==> src/rtl/nug_pkg.sv <==
// shared types, constants and register codes of the nlms update gain unit
package nug_pkg;

  // field widths
  localparam int unsigned PowW     = 32;
  localparam int unsigned ErrW     = 32;
  localparam int unsigned GainW    = 32;
  localparam int unsigned RateW    = 16;
  localparam int unsigned PartW    = 7;
  localparam int unsigned CntW     = 8;
  localparam int unsigned ProdW    = RateW + ErrW;
  localparam int unsigned QuotW    = GainW - 1;
  localparam int unsigned DivCntW  = $clog2(QuotW + 1);
  localparam int unsigned AddrW    = 4;
  localparam int unsigned DataW    = 32;

  // partitions beyond this are used as this
  localparam logic [PartW-1:0] MAX_PARTITIONS = 7'd64;

  // reset values of the registers
  localparam logic [RateW-1:0] STEP_RATE_RST  = '0;
  localparam logic [PowW-1:0]  NOISE_GATE_RST = '0;
  localparam logic [PartW-1:0] PARTITIONS_RST = 7'd12;

  // saturation limits
  localparam logic [GainW-1:0] GAIN_POS_MAX = {1'b0, {(GainW-1){1'b1}}};
  localparam logic [GainW-1:0] GAIN_NEG_MIN = {1'b1, {(GainW-1){1'b0}}};

  // register word index (byte address / 4)
  typedef enum logic [1:0] {
    REG_STEP_RATE  = 2'd0,
    REG_NOISE_GATE = 2'd1,
    REG_PARTITIONS = 2'd2
  } reg_idx_t;

  // sequencer states
  typedef enum logic [2:0] {
    ST_IDLE,
    ST_MUL,
    ST_DIV_START,
    ST_DIV_WAIT,
    ST_OUT
  } state_t;

  // configuration as seen by the datapath
  typedef struct packed {
    logic [RateW-1:0] step_rate;
    logic [PowW-1:0]  noise_gate;
    logic [PartW-1:0] part_eff;
  } cfg_t;

  // frame flags carried on the first bin
  typedef struct packed {
    logic first_bin;
    logic path_changed;
    logic poor_excitation;
    logic capture_saturated;
  } frame_flags_t;

  // divider status toward the sequencer
  typedef struct packed {
    logic             done;
    logic             ovf;
    logic [QuotW-1:0] quot;
  } div_res_t;

endpackage

==> src/rtl/nug_cfg_regs.sv <==
// configuration register file behind the apb-style port
module nug_cfg_regs (
  input  logic                        clk,
  input  logic                        rst_n,
  input  logic                        cfg_psel,
  input  logic                        cfg_penable,
  input  logic                        cfg_pwrite,
  input  logic [nug_pkg::AddrW-1:0]   cfg_paddr,
  input  logic [nug_pkg::DataW-1:0]   cfg_pwdata,
  output logic [nug_pkg::DataW-1:0]   cfg_prdata,
  output nug_pkg::cfg_t               cfg
);

  logic [nug_pkg::RateW-1:0] step_rate_r;
  logic [nug_pkg::PowW-1:0]  noise_gate_r;
  logic [nug_pkg::PartW-1:0] partitions_r;
  nug_pkg::reg_idx_t         reg_idx;
  logic                      wr_en;

  assign reg_idx = nug_pkg::reg_idx_t'(cfg_paddr[3:2]);
  assign wr_en   = cfg_psel & cfg_penable & cfg_pwrite;

  // register writes
  always_ff @(posedge clk) begin
    if (!rst_n) begin
      step_rate_r  <= nug_pkg::STEP_RATE_RST;
      noise_gate_r <= nug_pkg::NOISE_GATE_RST;
      partitions_r <= nug_pkg::PARTITIONS_RST;
    end else if (wr_en) begin
      case (reg_idx)
        nug_pkg::REG_STEP_RATE:  step_rate_r  <= cfg_pwdata[nug_pkg::RateW-1:0];
        nug_pkg::REG_NOISE_GATE: noise_gate_r <= cfg_pwdata[nug_pkg::PowW-1:0];
        nug_pkg::REG_PARTITIONS: partitions_r <= cfg_pwdata[nug_pkg::PartW-1:0];
        default: ;
      endcase
    end
  end

  // read mux
  always_comb begin
    case (reg_idx)
      nug_pkg::REG_STEP_RATE:
        cfg_prdata = {{(nug_pkg::DataW-nug_pkg::RateW){1'b0}}, step_rate_r};
      nug_pkg::REG_NOISE_GATE:
        cfg_prdata = noise_gate_r;
      nug_pkg::REG_PARTITIONS:
        cfg_prdata = {{(nug_pkg::DataW-nug_pkg::PartW){1'b0}}, partitions_r};
      default:
        cfg_prdata = '0;
    endcase
  end

  // partitions clamp to the supported maximum
  always_comb begin
    cfg.step_rate  = step_rate_r;
    cfg.noise_gate = noise_gate_r;
    cfg.part_eff   = (partitions_r > nug_pkg::MAX_PARTITIONS) ?
                     nug_pkg::MAX_PARTITIONS : partitions_r;
  end

endmodule

==> src/rtl/nug_frame_ctl.sv <==
// frame counters and adaptation enable decision
module nug_frame_ctl (
  input  logic                        clk,
  input  logic                        rst_n,
  input  logic                        item_acc,
  input  nug_pkg::frame_flags_t       flags,
  input  logic [nug_pkg::PartW-1:0]   part_eff,
  output logic                        adapt_en
);

  logic [nug_pkg::CntW-1:0] frame_cnt_r, frame_cnt_nxt;
  logic [nug_pkg::CntW-1:0] exc_cnt_r, exc_cnt_nxt;
  logic                     adapt_en_r, adapt_en_nxt;
  logic [nug_pkg::CntW-1:0] fc_base, ec_base, part_ext;

  assign part_ext = {{(nug_pkg::CntW-nug_pkg::PartW){1'b0}}, part_eff};

  // counter update on a first bin, saturating at all ones
  always_comb begin
    fc_base       = flags.path_changed ? '0 : frame_cnt_r;
    ec_base       = (flags.path_changed | flags.poor_excitation) ? '0 : exc_cnt_r;
    frame_cnt_nxt = (&fc_base) ? fc_base : fc_base + 1'b1;
    exc_cnt_nxt   = (&ec_base) ? ec_base : ec_base + 1'b1;
    adapt_en_nxt  = (exc_cnt_nxt >= part_ext) && (frame_cnt_nxt > part_ext) &&
                    !flags.capture_saturated;
  end

  always_ff @(posedge clk) begin
    if (!rst_n) begin
      frame_cnt_r <= '0;
      exc_cnt_r   <= '0;
      adapt_en_r  <= 1'b0;
    end else if (item_acc && flags.first_bin) begin
      frame_cnt_r <= frame_cnt_nxt;
      exc_cnt_r   <= exc_cnt_nxt;
      adapt_en_r  <= adapt_en_nxt;
    end
  end

  // enable that applies to the bin being taken
  assign adapt_en = flags.first_bin ? adapt_en_nxt : adapt_en_r;

endmodule

==> src/rtl/nug_div.sv <==
// shared restoring divider, one quotient bit per cycle, with up-front overflow check
module nug_div (
  input  logic                        clk,
  input  logic                        rst_n,
  input  logic                        start,
  input  logic [nug_pkg::ProdW-1:0]   dividend,
  input  logic [nug_pkg::PowW-1:0]    divisor,
  output nug_pkg::div_res_t           res
);

  localparam int unsigned HiW = nug_pkg::ProdW - nug_pkg::QuotW;

  logic                          busy_r, busy_nxt;
  logic                          done_r, done_nxt;
  logic                          ovf_r, ovf_nxt;
  logic [nug_pkg::DivCntW-1:0]   cnt_r, cnt_nxt;
  logic [nug_pkg::PowW-1:0]      rem_r, rem_nxt;
  logic [nug_pkg::PowW-1:0]      dsr_r, dsr_nxt;
  logic [nug_pkg::QuotW-1:0]     low_r, low_nxt;
  logic [nug_pkg::QuotW-1:0]     quot_r, quot_nxt;
  logic [nug_pkg::PowW:0]        trial, diff;
  logic                          ge;
  logic                          hi_ovf;

  // quotient does not fit below the sign bit when the top part already reaches the divisor
  assign hi_ovf = {{(nug_pkg::PowW-HiW){1'b0}}, dividend[nug_pkg::ProdW-1:nug_pkg::QuotW]}
                  >= divisor;

  assign trial = {rem_r, low_r[nug_pkg::QuotW-1]};
  assign diff  = trial - {1'b0, dsr_r};
  assign ge    = trial >= {1'b0, dsr_r};

  // start, then one compare and subtract per cycle
  always_comb begin
    busy_nxt = busy_r;
    done_nxt = 1'b0;
    ovf_nxt  = ovf_r;
    cnt_nxt  = cnt_r;
    rem_nxt  = rem_r;
    dsr_nxt  = dsr_r;
    low_nxt  = low_r;
    quot_nxt = quot_r;
    if (start) begin
      dsr_nxt  = divisor;
      ovf_nxt  = hi_ovf;
      quot_nxt = '0;
      rem_nxt  = {{(nug_pkg::PowW-HiW){1'b0}}, dividend[nug_pkg::ProdW-1:nug_pkg::QuotW]};
      low_nxt  = dividend[nug_pkg::QuotW-1:0];
      cnt_nxt  = nug_pkg::DivCntW'(nug_pkg::QuotW);
      busy_nxt = !hi_ovf;
      done_nxt = hi_ovf;
    end else if (busy_r) begin
      rem_nxt  = ge ? diff[nug_pkg::PowW-1:0] : trial[nug_pkg::PowW-1:0];
      quot_nxt = {quot_r[nug_pkg::QuotW-2:0], ge};
      low_nxt  = {low_r[nug_pkg::QuotW-2:0], 1'b0};
      cnt_nxt  = cnt_r - 1'b1;
      if (cnt_r == nug_pkg::DivCntW'(1)) begin
        busy_nxt = 1'b0;
        done_nxt = 1'b1;
      end
    end
  end

  always_ff @(posedge clk) begin
    if (!rst_n) begin
      busy_r <= 1'b0;
      done_r <= 1'b0;
      cnt_r  <= '0;
    end else begin
      busy_r <= busy_nxt;
      done_r <= done_nxt;
      cnt_r  <= cnt_nxt;
    end
  end

  // datapath
  always_ff @(posedge clk) begin
    ovf_r  <= ovf_nxt;
    rem_r  <= rem_nxt;
    dsr_r  <= dsr_nxt;
    low_r  <= low_nxt;
    quot_r <= quot_nxt;
  end

  assign res.done = done_r;
  assign res.ovf  = ovf_r;
  assign res.quot = quot_r;

  // partial remainder always stays below the divisor
  a_rem_below_dsr: assert property (@(posedge clk) disable iff (!rst_n)
    busy_r |-> (rem_r < dsr_r))
    else $error("divider remainder not below divisor");

endmodule

==> src/rtl/nug_top_dummy_placeholder_never_used.sv <==
// sequencer helper: saturates a divider result into a signed gain word
module nug_gain_sat (
  input  logic                        neg,
  input  nug_pkg::div_res_t           res,
  output logic [nug_pkg::GainW-1:0]   gain
);

  logic [nug_pkg::GainW-1:0] q_ext;

  assign q_ext = {1'b0, res.quot};

  // clamp on overflow, otherwise apply the sign of the error
  always_comb begin
    if (res.ovf) begin
      gain = neg ? nug_pkg::GAIN_NEG_MIN : nug_pkg::GAIN_POS_MAX;
    end else begin
      gain = neg ? (nug_pkg::GainW'(0) - q_ext) : q_ext;
    end
  end

endmodule

==> src/rtl/nlms_update_gain_unit.sv <==
// Update gain of a frequency-domain NLMS filter: one transaction in is one bin, one transaction
// out is its gain = step_rate * error / bin power per component (Q16.16, truncated toward
// zero, saturated to 32 bits), or zero when adaptation is off, the bin is band masked or the
// bin power is not above noise_gate. Frame flags on the first bin update the frame and
// excitation counters that decide adaptation. A bin with zero gain goes straight from accept to
// the output state and on into the output register. A bin with a computed gain passes, for each
// component, through a 16x32 multiply and then the single shared restoring divider, which runs
// twice (real then imaginary) at one quotient bit per cycle; a component whose quotient overflows
// skips the 31 divide steps.
// in_tready is high only between items; a finished result waits in the output register while
// the next bin is accepted, and a bin whose result finds that register still full waits.
module nlms_update_gain_unit (
  input  logic                        clk,
  input  logic                        rst_n,
  // input bins
  input  logic                        in_tvalid,
  output logic                        in_tready,
  input  logic [95:0]                 in_tdata,  // bin_power, error_re, error_im
  input  logic [4:0]                  in_tuser,  // band_masked, poor_excitation,
                                                 // capture_saturated, path_changed, first_bin
  input  logic                        in_tlast,  // last_bin
  // gain results
  output logic                        out_tvalid,
  input  logic                        out_tready,
  output logic [63:0]                 out_tdata, // gain_re, gain_im
  output logic                        out_tlast, // frame_end
  // configuration
  input  logic                        cfg_psel,
  input  logic                        cfg_penable,
  input  logic                        cfg_pwrite,
  input  logic [nug_pkg::AddrW-1:0]   cfg_paddr,
  input  logic [nug_pkg::DataW-1:0]   cfg_pwdata,
  output logic [nug_pkg::DataW-1:0]   cfg_prdata,
  output logic                        cfg_pready
);

  nug_pkg::cfg_t          cfg;
  nug_pkg::frame_flags_t  flags;
  nug_pkg::div_res_t      div_res;
  nug_pkg::state_t        state_r, state_nxt;

  logic [nug_pkg::PowW-1:0]  in_power;
  logic [nug_pkg::ErrW-1:0]  in_err_re, in_err_im;
  logic                      in_masked;
  logic                      in_acc;
  logic                      adapt_en;
  logic                      item_en;

  logic [nug_pkg::PowW-1:0]  power_r, power_nxt;
  logic [nug_pkg::ErrW-1:0]  err_re_r, err_re_nxt;
  logic [nug_pkg::ErrW-1:0]  err_im_r, err_im_nxt;
  logic                      last_r, last_nxt;
  logic                      comp_r, comp_nxt;
  logic                      neg_r, neg_nxt;
  logic [nug_pkg::ProdW-1:0] prod_r, prod_nxt;
  logic [nug_pkg::GainW-1:0] gain_re_r, gain_re_nxt;
  logic [nug_pkg::GainW-1:0] gain_im_r, gain_im_nxt;
  logic                      out_valid_r, out_valid_nxt;
  logic [63:0]               out_data_r, out_data_nxt;
  logic                      out_last_r, out_last_nxt;

  logic [nug_pkg::ErrW-1:0]  err_sel;
  logic [nug_pkg::ErrW-1:0]  mag;
  logic [nug_pkg::GainW-1:0] gain_sat;
  logic                      div_start;

  // unpack the input transaction
  assign in_power  = in_tdata[31:0];
  assign in_err_re = in_tdata[63:32];
  assign in_err_im = in_tdata[95:64];
  assign in_masked = in_tuser[0];
  assign flags.poor_excitation   = in_tuser[1];
  assign flags.capture_saturated = in_tuser[2];
  assign flags.path_changed      = in_tuser[3];
  assign flags.first_bin         = in_tuser[4];

  assign in_tready  = (state_r == nug_pkg::ST_IDLE);
  assign in_acc     = in_tvalid & in_tready;
  assign cfg_pready = 1'b1;

  nug_cfg_regs u_cfg (
    .clk         (clk),
    .rst_n       (rst_n),
    .cfg_psel    (cfg_psel),
    .cfg_penable (cfg_penable),
    .cfg_pwrite  (cfg_pwrite),
    .cfg_paddr   (cfg_paddr),
    .cfg_pwdata  (cfg_pwdata),
    .cfg_prdata  (cfg_prdata),
    .cfg         (cfg)
  );

  nug_frame_ctl u_frame (
    .clk      (clk),
    .rst_n    (rst_n),
    .item_acc (in_acc),
    .flags    (flags),
    .part_eff (cfg.part_eff),
    .adapt_en (adapt_en)
  );

  nug_div u_div (
    .clk      (clk),
    .rst_n    (rst_n),
    .start    (div_start),
    .dividend (prod_r),
    .divisor  (power_r),
    .res      (div_res)
  );

  nug_gain_sat u_sat (
    .neg  (neg_r),
    .res  (div_res),
    .gain (gain_sat)
  );

  assign item_en = adapt_en && !in_masked && (in_power > cfg.noise_gate);

  // magnitude of the error component in work
  assign err_sel = comp_r ? err_im_r : err_re_r;
  assign mag     = err_sel[nug_pkg::ErrW-1] ? (nug_pkg::ErrW'(0) - err_sel) : err_sel;

  // sequencer
  always_comb begin
    state_nxt     = state_r;
    power_nxt     = power_r;
    err_re_nxt    = err_re_r;
    err_im_nxt    = err_im_r;
    last_nxt      = last_r;
    comp_nxt      = comp_r;
    neg_nxt       = neg_r;
    prod_nxt      = prod_r;
    gain_re_nxt   = gain_re_r;
    gain_im_nxt   = gain_im_r;
    out_valid_nxt = out_valid_r & ~out_tready;
    out_data_nxt  = out_data_r;
    out_last_nxt  = out_last_r;
    div_start     = 1'b0;
    case (state_r)
      nug_pkg::ST_IDLE: begin
        if (in_acc) begin
          power_nxt  = in_power;
          err_re_nxt = in_err_re;
          err_im_nxt = in_err_im;
          last_nxt   = in_tlast;
          comp_nxt   = 1'b0;
          if (item_en) begin
            state_nxt = nug_pkg::ST_MUL;
          end else begin
            gain_re_nxt = '0;
            gain_im_nxt = '0;
            state_nxt   = nug_pkg::ST_OUT;
          end
        end
      end
      nug_pkg::ST_MUL: begin
        prod_nxt  = cfg.step_rate * mag;
        neg_nxt   = err_sel[nug_pkg::ErrW-1];
        state_nxt = nug_pkg::ST_DIV_START;
      end
      nug_pkg::ST_DIV_START: begin
        div_start = 1'b1;
        state_nxt = nug_pkg::ST_DIV_WAIT;
      end
      nug_pkg::ST_DIV_WAIT: begin
        if (div_res.done) begin
          if (!comp_r) begin
            gain_re_nxt = gain_sat;
            comp_nxt    = 1'b1;
            state_nxt   = nug_pkg::ST_MUL;
          end else begin
            gain_im_nxt = gain_sat;
            state_nxt   = nug_pkg::ST_OUT;
          end
        end
      end
      nug_pkg::ST_OUT: begin
        if (!out_valid_r || out_tready) begin
          out_valid_nxt = 1'b1;
          out_data_nxt  = {gain_im_r, gain_re_r};
          out_last_nxt  = last_r;
          state_nxt     = nug_pkg::ST_IDLE;
        end
      end
      default: state_nxt = nug_pkg::ST_IDLE;
    endcase
  end

  // control registers
  always_ff @(posedge clk) begin
    if (!rst_n) begin
      state_r     <= nug_pkg::ST_IDLE;
      out_valid_r <= 1'b0;
    end else begin
      state_r     <= state_nxt;
      out_valid_r <= out_valid_nxt;
    end
  end

  // payload registers
  always_ff @(posedge clk) begin
    power_r    <= power_nxt;
    err_re_r   <= err_re_nxt;
    err_im_r   <= err_im_nxt;
    last_r     <= last_nxt;
    comp_r     <= comp_nxt;
    neg_r      <= neg_nxt;
    prod_r     <= prod_nxt;
    gain_re_r  <= gain_re_nxt;
    gain_im_r  <= gain_im_nxt;
    out_data_r <= out_data_nxt;
    out_last_r <= out_last_nxt;
  end

  assign out_tvalid = out_valid_r;
  assign out_tdata  = out_data_r;
  assign out_tlast  = out_last_r;

  // a bin without gain skips the divider entirely
  a_zero_gain_skip: assert property (@(posedge clk) disable iff (!rst_n)
    (in_acc && !item_en) |=> (state_r == nug_pkg::ST_OUT))
    else $error("zero-gain bin did not go straight to output");

  // divider only reports back while the sequencer waits for it
  a_div_done_wait: assert property (@(posedge clk) disable iff (!rst_n)
    div_res.done |-> (state_r == nug_pkg::ST_DIV_WAIT))
    else $error("divider finished outside the wait state");

  // a new result is only loaded from the output state
  a_out_from_state: assert property (@(posedge clk) disable iff (!rst_n)
    $rose(out_tvalid) |-> ($past(state_r) == nug_pkg::ST_OUT))
    else $error("result loaded outside the output state");

endmodule
==> config.mk <==
export PLATFORM = sky130hd
export DESIGN_NAME = nlms_update_gain_unit
export DESIGN_NICKNAME = d
export VERILOG_FILES = /design/src/rtl/nug_pkg.sv /design/src/rtl/nug_cfg_regs.sv /design/src/rtl/nug_frame_ctl.sv /design/src/rtl/nug_div.sv /design/src/rtl/nug_top_dummy_placeholder_never_used.sv /design/src/rtl/nlms_update_gain_unit.sv
export SDC_FILE = /design/constraint.sdc
export NUM_CORES = 2
export LEC_CHECK = 0
export ABC_AREA = 1
export BUFFER_PORTS_ARGS = -buffer_cell sky130_fd_sc_hd__buf_2
export CELL_PAD_IN_SITES_DETAIL_PLACEMENT = 1
export CELL_PAD_IN_SITES_GLOBAL_PLACEMENT = 2
export CORE_MARGIN = 2
export CORE_UTILIZATION = 25
export CTS_BUF_LIST = sky130_fd_sc_hd__clkbuf_8
export DETAILED_ROUTE_END_ITERATION = 12
export PLACE_DENSITY = 0.66
export SYNTH_ARGS = -nofsm -noshare
export SYNTH_HDL_FRONTEND = slang
export SYNTH_SLANG_ARGS = --single-unit
export TNS_END_PERCENT = 100
==> constraint.sdc <==
create_clock -name clk -period 8.2 [get_ports clk]
set_input_delay 0 -clock clk [delete_from_list [all_inputs] [get_ports clk]]
set_output_delay 0 -clock clk [all_outputs]
set_load 0.02 [all_outputs]
==> results <==
- Each instance of the synthesized netlist takes up on average 8.943 um2.
- On the final layout, the worst clock skew is 0.04550 ns.
- The deepest level of the CTS H-tree is 3.
- The synthesis-to-layout area growth is 29.22%.
- For this run, the detailed router's first-pass iteration total came to 5.
- Measured against the total synthesized area, the mux share comes to 0.002002.
- For this block, the initial DRC count from the detailed router was 1,391.
- The data arrival at the endpoint of the critical path is 8.33 ns.
- The post-synthesis sequential area ratio is 0.3433.
- 245 I/O pins were placed.
- The number of setup violations in the final report is 0.
- The distinct cell type count after synthesis is 62.
- The number of port buffers is 241.
- The share of Yosys cell area claimed by the top area cell type is 0.2766.
- TritonCTS built the clock tree.
- The number of nets in the synthesized netlist is 5,118.
- The worst reg2reg path depth is 34.
- In this run the critical register-to-register path is captured at prod_r[42].
- Of all nets on the critical path, the largest fanout is 18.
- The count of flip-flops with a built-in enable after synthesis is 357.
- The synthesized design contains 486 register bits.
- The tool flagged a number of max-cap violations equal to 0.
- Of the total synthesized cell area, the portion taken by full adders, half adders and majority gates is 0.2878.
- The initial antenna violation count is 7.
- The maximum cell stage delay along the critical path is 0.53 ns.
- For this run, design rule violations remaining after detail routing come to 0.
- Setup repair after global routing could not meet its margin everywhere.
- The beginning of the worst hold path is in_tdata[11].
- The worst hold slack across all endpoints is 0.08222 ns.
- No sink is reached through more buffers than the 3 on the longest clock path.
- Once routing completed, OpenROAD measured the worst setup slack at 0.3491 ns.
- The via count of the first global-routing pass is 35,018.
- Clock tree synthesis found a total of 486 sinks.
- From left edge to right edge, the die measures 397.7 um.
- The root buffer cell is clkbuf_8.
- The compound-cell area share of the yosys netlist is 0.08756.
- In the final layout, the multi-input gates occupy 22,150 um2.
- The setup slack of the worst register-to-register path is 0.35 ns.
- Summed over all cells, the static leakage comes to 22.81 nW.
- The detailed-placement wirelength estimate is 108,500 um.
- The global-route congestion overflow total is 0.
- The combined flip-flop and latch cell area is 13,300 um2.
- The layout has 18,026 filler cells.
- The highest ir drop seen on vdd is 0.1229 mV.
- The area of the mapped netlist is 38,750 um2.
- The top achievable clock speed is 0.1274 GHz.
- The placed instances occupy a cell area of 45,050 um2.
- The worst setup path is launched from a flop.
- In the post-synthesis netlist, the biggest area contributors are edfxtp_1 28%, fa_1 22%, nand2_1 8.2%.
- The power per cell area is 147.4 nW/um2.
- The floorplan step set the die height to 397.7 um.
- The minimum period implied by the final worst setup slack is 7.851 ns.
- For hold timing, the worst endpoint is power_r[11].
- In the synthesized netlist the async set-or-reset flop fraction comes to 0.
- The count of nets left with antenna violations once routing finished came out at 0.
- The worst hold path stage count is 2.
- The pin count of the biggest net entering global routing is 75.
- Excluding fillers, the count of instances in the completed layout stands at 7,316.
- The cell at the slowest stage of the critical path is fa_1.
- The die covers 158,200 um2.
- After floorplanning, the core was divided into 144 placement rows.
- The routed layout has 32,208 vias.
- The largest family of logic cells by synthesized area is adder cells.
- For the worst-skew pair, the clock arrives at the later sink with an insertion delay of 0.78 ns.
- The total wirelength of the detailed-routed design is 136,400 um.
- Using the TritonRoute via totals, the vias-per-cell ratio works out to 4.402.
- The layout cell share with drive strength beyond 1 is 0.1754.
- The launch point of the worst reg-to-reg path is comp_r.
- After detailed routing, the average wire length per cell comes to 18.64 um.
- For this configuration, the core starts out at a cell density of 0.2516.
- The required time of the critical path is 8.68 ns.
- The post-placement cell count is 6,866.
- The number of instances in the synthesized netlist is 4,333.
- The global-route usage over all layers is 0.1730.
- The number of nets in the layout is 5,978.
- The measured slew at the worst slew-check pin is 1.213 ns.
- The final total power is 7.382 mW.
- The worst hold-check path type is primary input to flop.
- The floorplan step defined a core boundary enclosing 154,000 um2.
- The basic-gate share of the synthesized area counting and, or, nand and nor cells is 0.1634.
- The xor/xnor share of the synthesized area is 0.02034.
- The total count of hold-check failures in the final report is 0.
- The sort of element at the end of the critical path is a flop.
- The congestion estimate from routability-driven global placement came to 0.8528.
- The clock slew at the register clock pins of the worst setup and hold paths is 0.07 ns.
- Of the available clock period, the critical path in the final layout requires 0.9574.
- The number of buffers created by CTS is 90.
- Yosys printed 0 warnings.
- The synthesized design spends more area on one cell type than any other, namely edfxtp_1.
- The cell area after layout is 50,070 um2.
- The total count of max-transition violations in the final report was 0.
- The global-route wire length before repair is 209,900 um.
- The flow ran to the end, and the final reports show no timing, DRC or antenna violations.
- Measured against its own limit, the worst slew margin works out to 0.1911.
- The critical path class is flop to flop.
- The most instantiated flip-flop cell in the synthesis netlist is edfxtp_1.
- Timing analysis after detailed placement gives a worst setup slack of -0.05171 ns.
registers in the layout (all words and copies together), names as in the netlist, 32 cells and up:
register and count:
err_im_r 32, err_re_r 32, gain_im_r 32, gain_re_r 32, out_tdata 64, power_r 32
prod_r 48, u_cfg.noise_gate_r 32, u_div.dsr_r 32, u_div.rem_r 32
cells in the mapped netlist, types with 3 or more instances:
cell type	number
a211oi_1	3
a21boi_0	3
a21o_1	11
a21oi_1	232
a22oi_1	30
a31oi_1	22
buf_1	5
buf_2	10
buf_4	5
buf_6	6
clkbuf_1	102
clkinv_1	23
dfxtp_1	129
edfxtp_1	357
fa_1	419
ha_1	221
inv_1	795
inv_2	11
mux2i_1	5
nand2_1	844
nand2_2	23
nand3_1	93
nand3b_1	7
nand4_1	28
nor2_1	441
nor2_4	5
nor3_1	34
nor3_2	4
nor4_1	18
o2111ai_1	3
o211ai_1	12
o21a_1	9
o21ai_0	230
o21ai_1	4
o21ai_2	7
o21bai_1	16
o221ai_1	8
o22ai_1	9
or2_1	9
or2_2	23
or3_1	3
xnor2_1	28
xor2_1	62
placed cells by master (no fill, tap or decap), types with 10 or more instances in the layout:
cell type / synthesis / layout
clkinv_2: 1 / 15
a22oi_1: 30 / 30
a31oi_1: 22 / 22
a21oi_1: 232 / 216
nor2_1: 441 / 430
nand2_1: 844 / 834
xor2_1: 62 / 62
xnor2_1: 28 / 27
dfxtp_1: 129 / 129
nand3_1: 93 / 84
nor3_1: 34 / 28
a21o_1: 11 / 11
clkbuf_8: 0 / 90
o211ai_1: 12 / 12
o21bai_1: 16 / 16
nand2_2: 23 / 32
dlygate4sd3_1: 0 / 272
o21ai_0: 230 / 213
o21ai_1: 4 / 19
or2_2: 23 / 23
buf_2: 10 / 241
nor2_2: 2 / 11
buf_12: 0 / 19
nand3_2: 1 / 10
edfxtp_1: 357 / 357
clkinv_1: 23 / 38
ha_1: 221 / 215
nor4_1: 18 / 13
a21oi_2: 0 / 14
buf_4: 5 / 364
nand4_1: 28 / 28
fa_1: 419 / 416
inv_1: 795 / 809
inv_2: 11 / 18
through the flow:
| step | TNS, ns | utilization |
|---|---|---|
| after floorplan | 0 | - |
| after global placement | 0 | 0.2924 |
| after detailed placement | -0.1173 | 0.2924 |
| after CTS | 0 | 0.3224 |
| after global routing | -0.2234 | 0.3250 |
| final | 0 | 0.3251 |
logic make-up after synthesis:
family,Yosys count
fa+ha+maj,640
xor+xnor,90
other cells,1
mux,7
flops,486
compound gates,608
buf+inv,961
simple gates,1540
timing repair:
action                                  4_1_cts  5_1_grt
endpoints found under the hold margin       199        0
endpoints found under the setup margin       11       25
pin swaps                                     2       20
buffers inserted                              0        7
resized for setup                             9      103
hold buffers                                272        0
worst max-delay path: cells and delay by family, from the launching register on:
kind | cells | cell delay (ns)
compound gates | 4 | 0.84
xor+xnor | 1 | 0.20
fa+ha+maj | 7 | 3.25
buf+inv | 10 | 1.22
flops | 1 | 0.41
simple gates | 12 | 1.59
where the power goes:
group          internal [mW]  switching [mW]  leakage (nW)  total, mW
clock                   1.31            1.17          1.02       2.48
combinational          0.830            1.20          17.4       2.03
sequential              2.81          0.0584          4.42       2.87
routing by layer:
metal | wire, um | up-vias | share of wire | track usage
met5 | 27 | - | 0.00020 | 0
met4 | 2924 | 4 | 0.021 | 0.03998
met3 | 5261 | 157 | 0.039 | 0.02299
met2 | 65510 | 578 | 0.48 | 0.2972
met1 | 62660 | 16023 | 0.46 | 0.2302
li1 | - | 15446 | - | -
worst max path at each step:
stage | slack (ns) | endpoint | startpoint
2_1_floorplan | 0.57 | prod_r[32] | comp_r
5_1_grt | -0.06 | prod_r[45] | comp_r
3_5_place_dp | -0.05 | prod_r[41] | comp_r
4_1_cts | 0.02 | prod_r[32] | comp_r
6_report | 0.35 | prod_r[42] | comp_r
3_3_place_gp | 0.05 | prod_r[41] | comp_r
final cells by class:
type                    count  area share
clock buffers              90     0.02474
multi-input cells        2886      0.4423
repair buffers            897      0.1409
inverters                 832     0.06294
clock inverters            77     0.01222
well taps                2044     0.05107
flip-flops and latches    486      0.2657
diodes                      4   0.0001999
(Power assumes the default switching activity.)
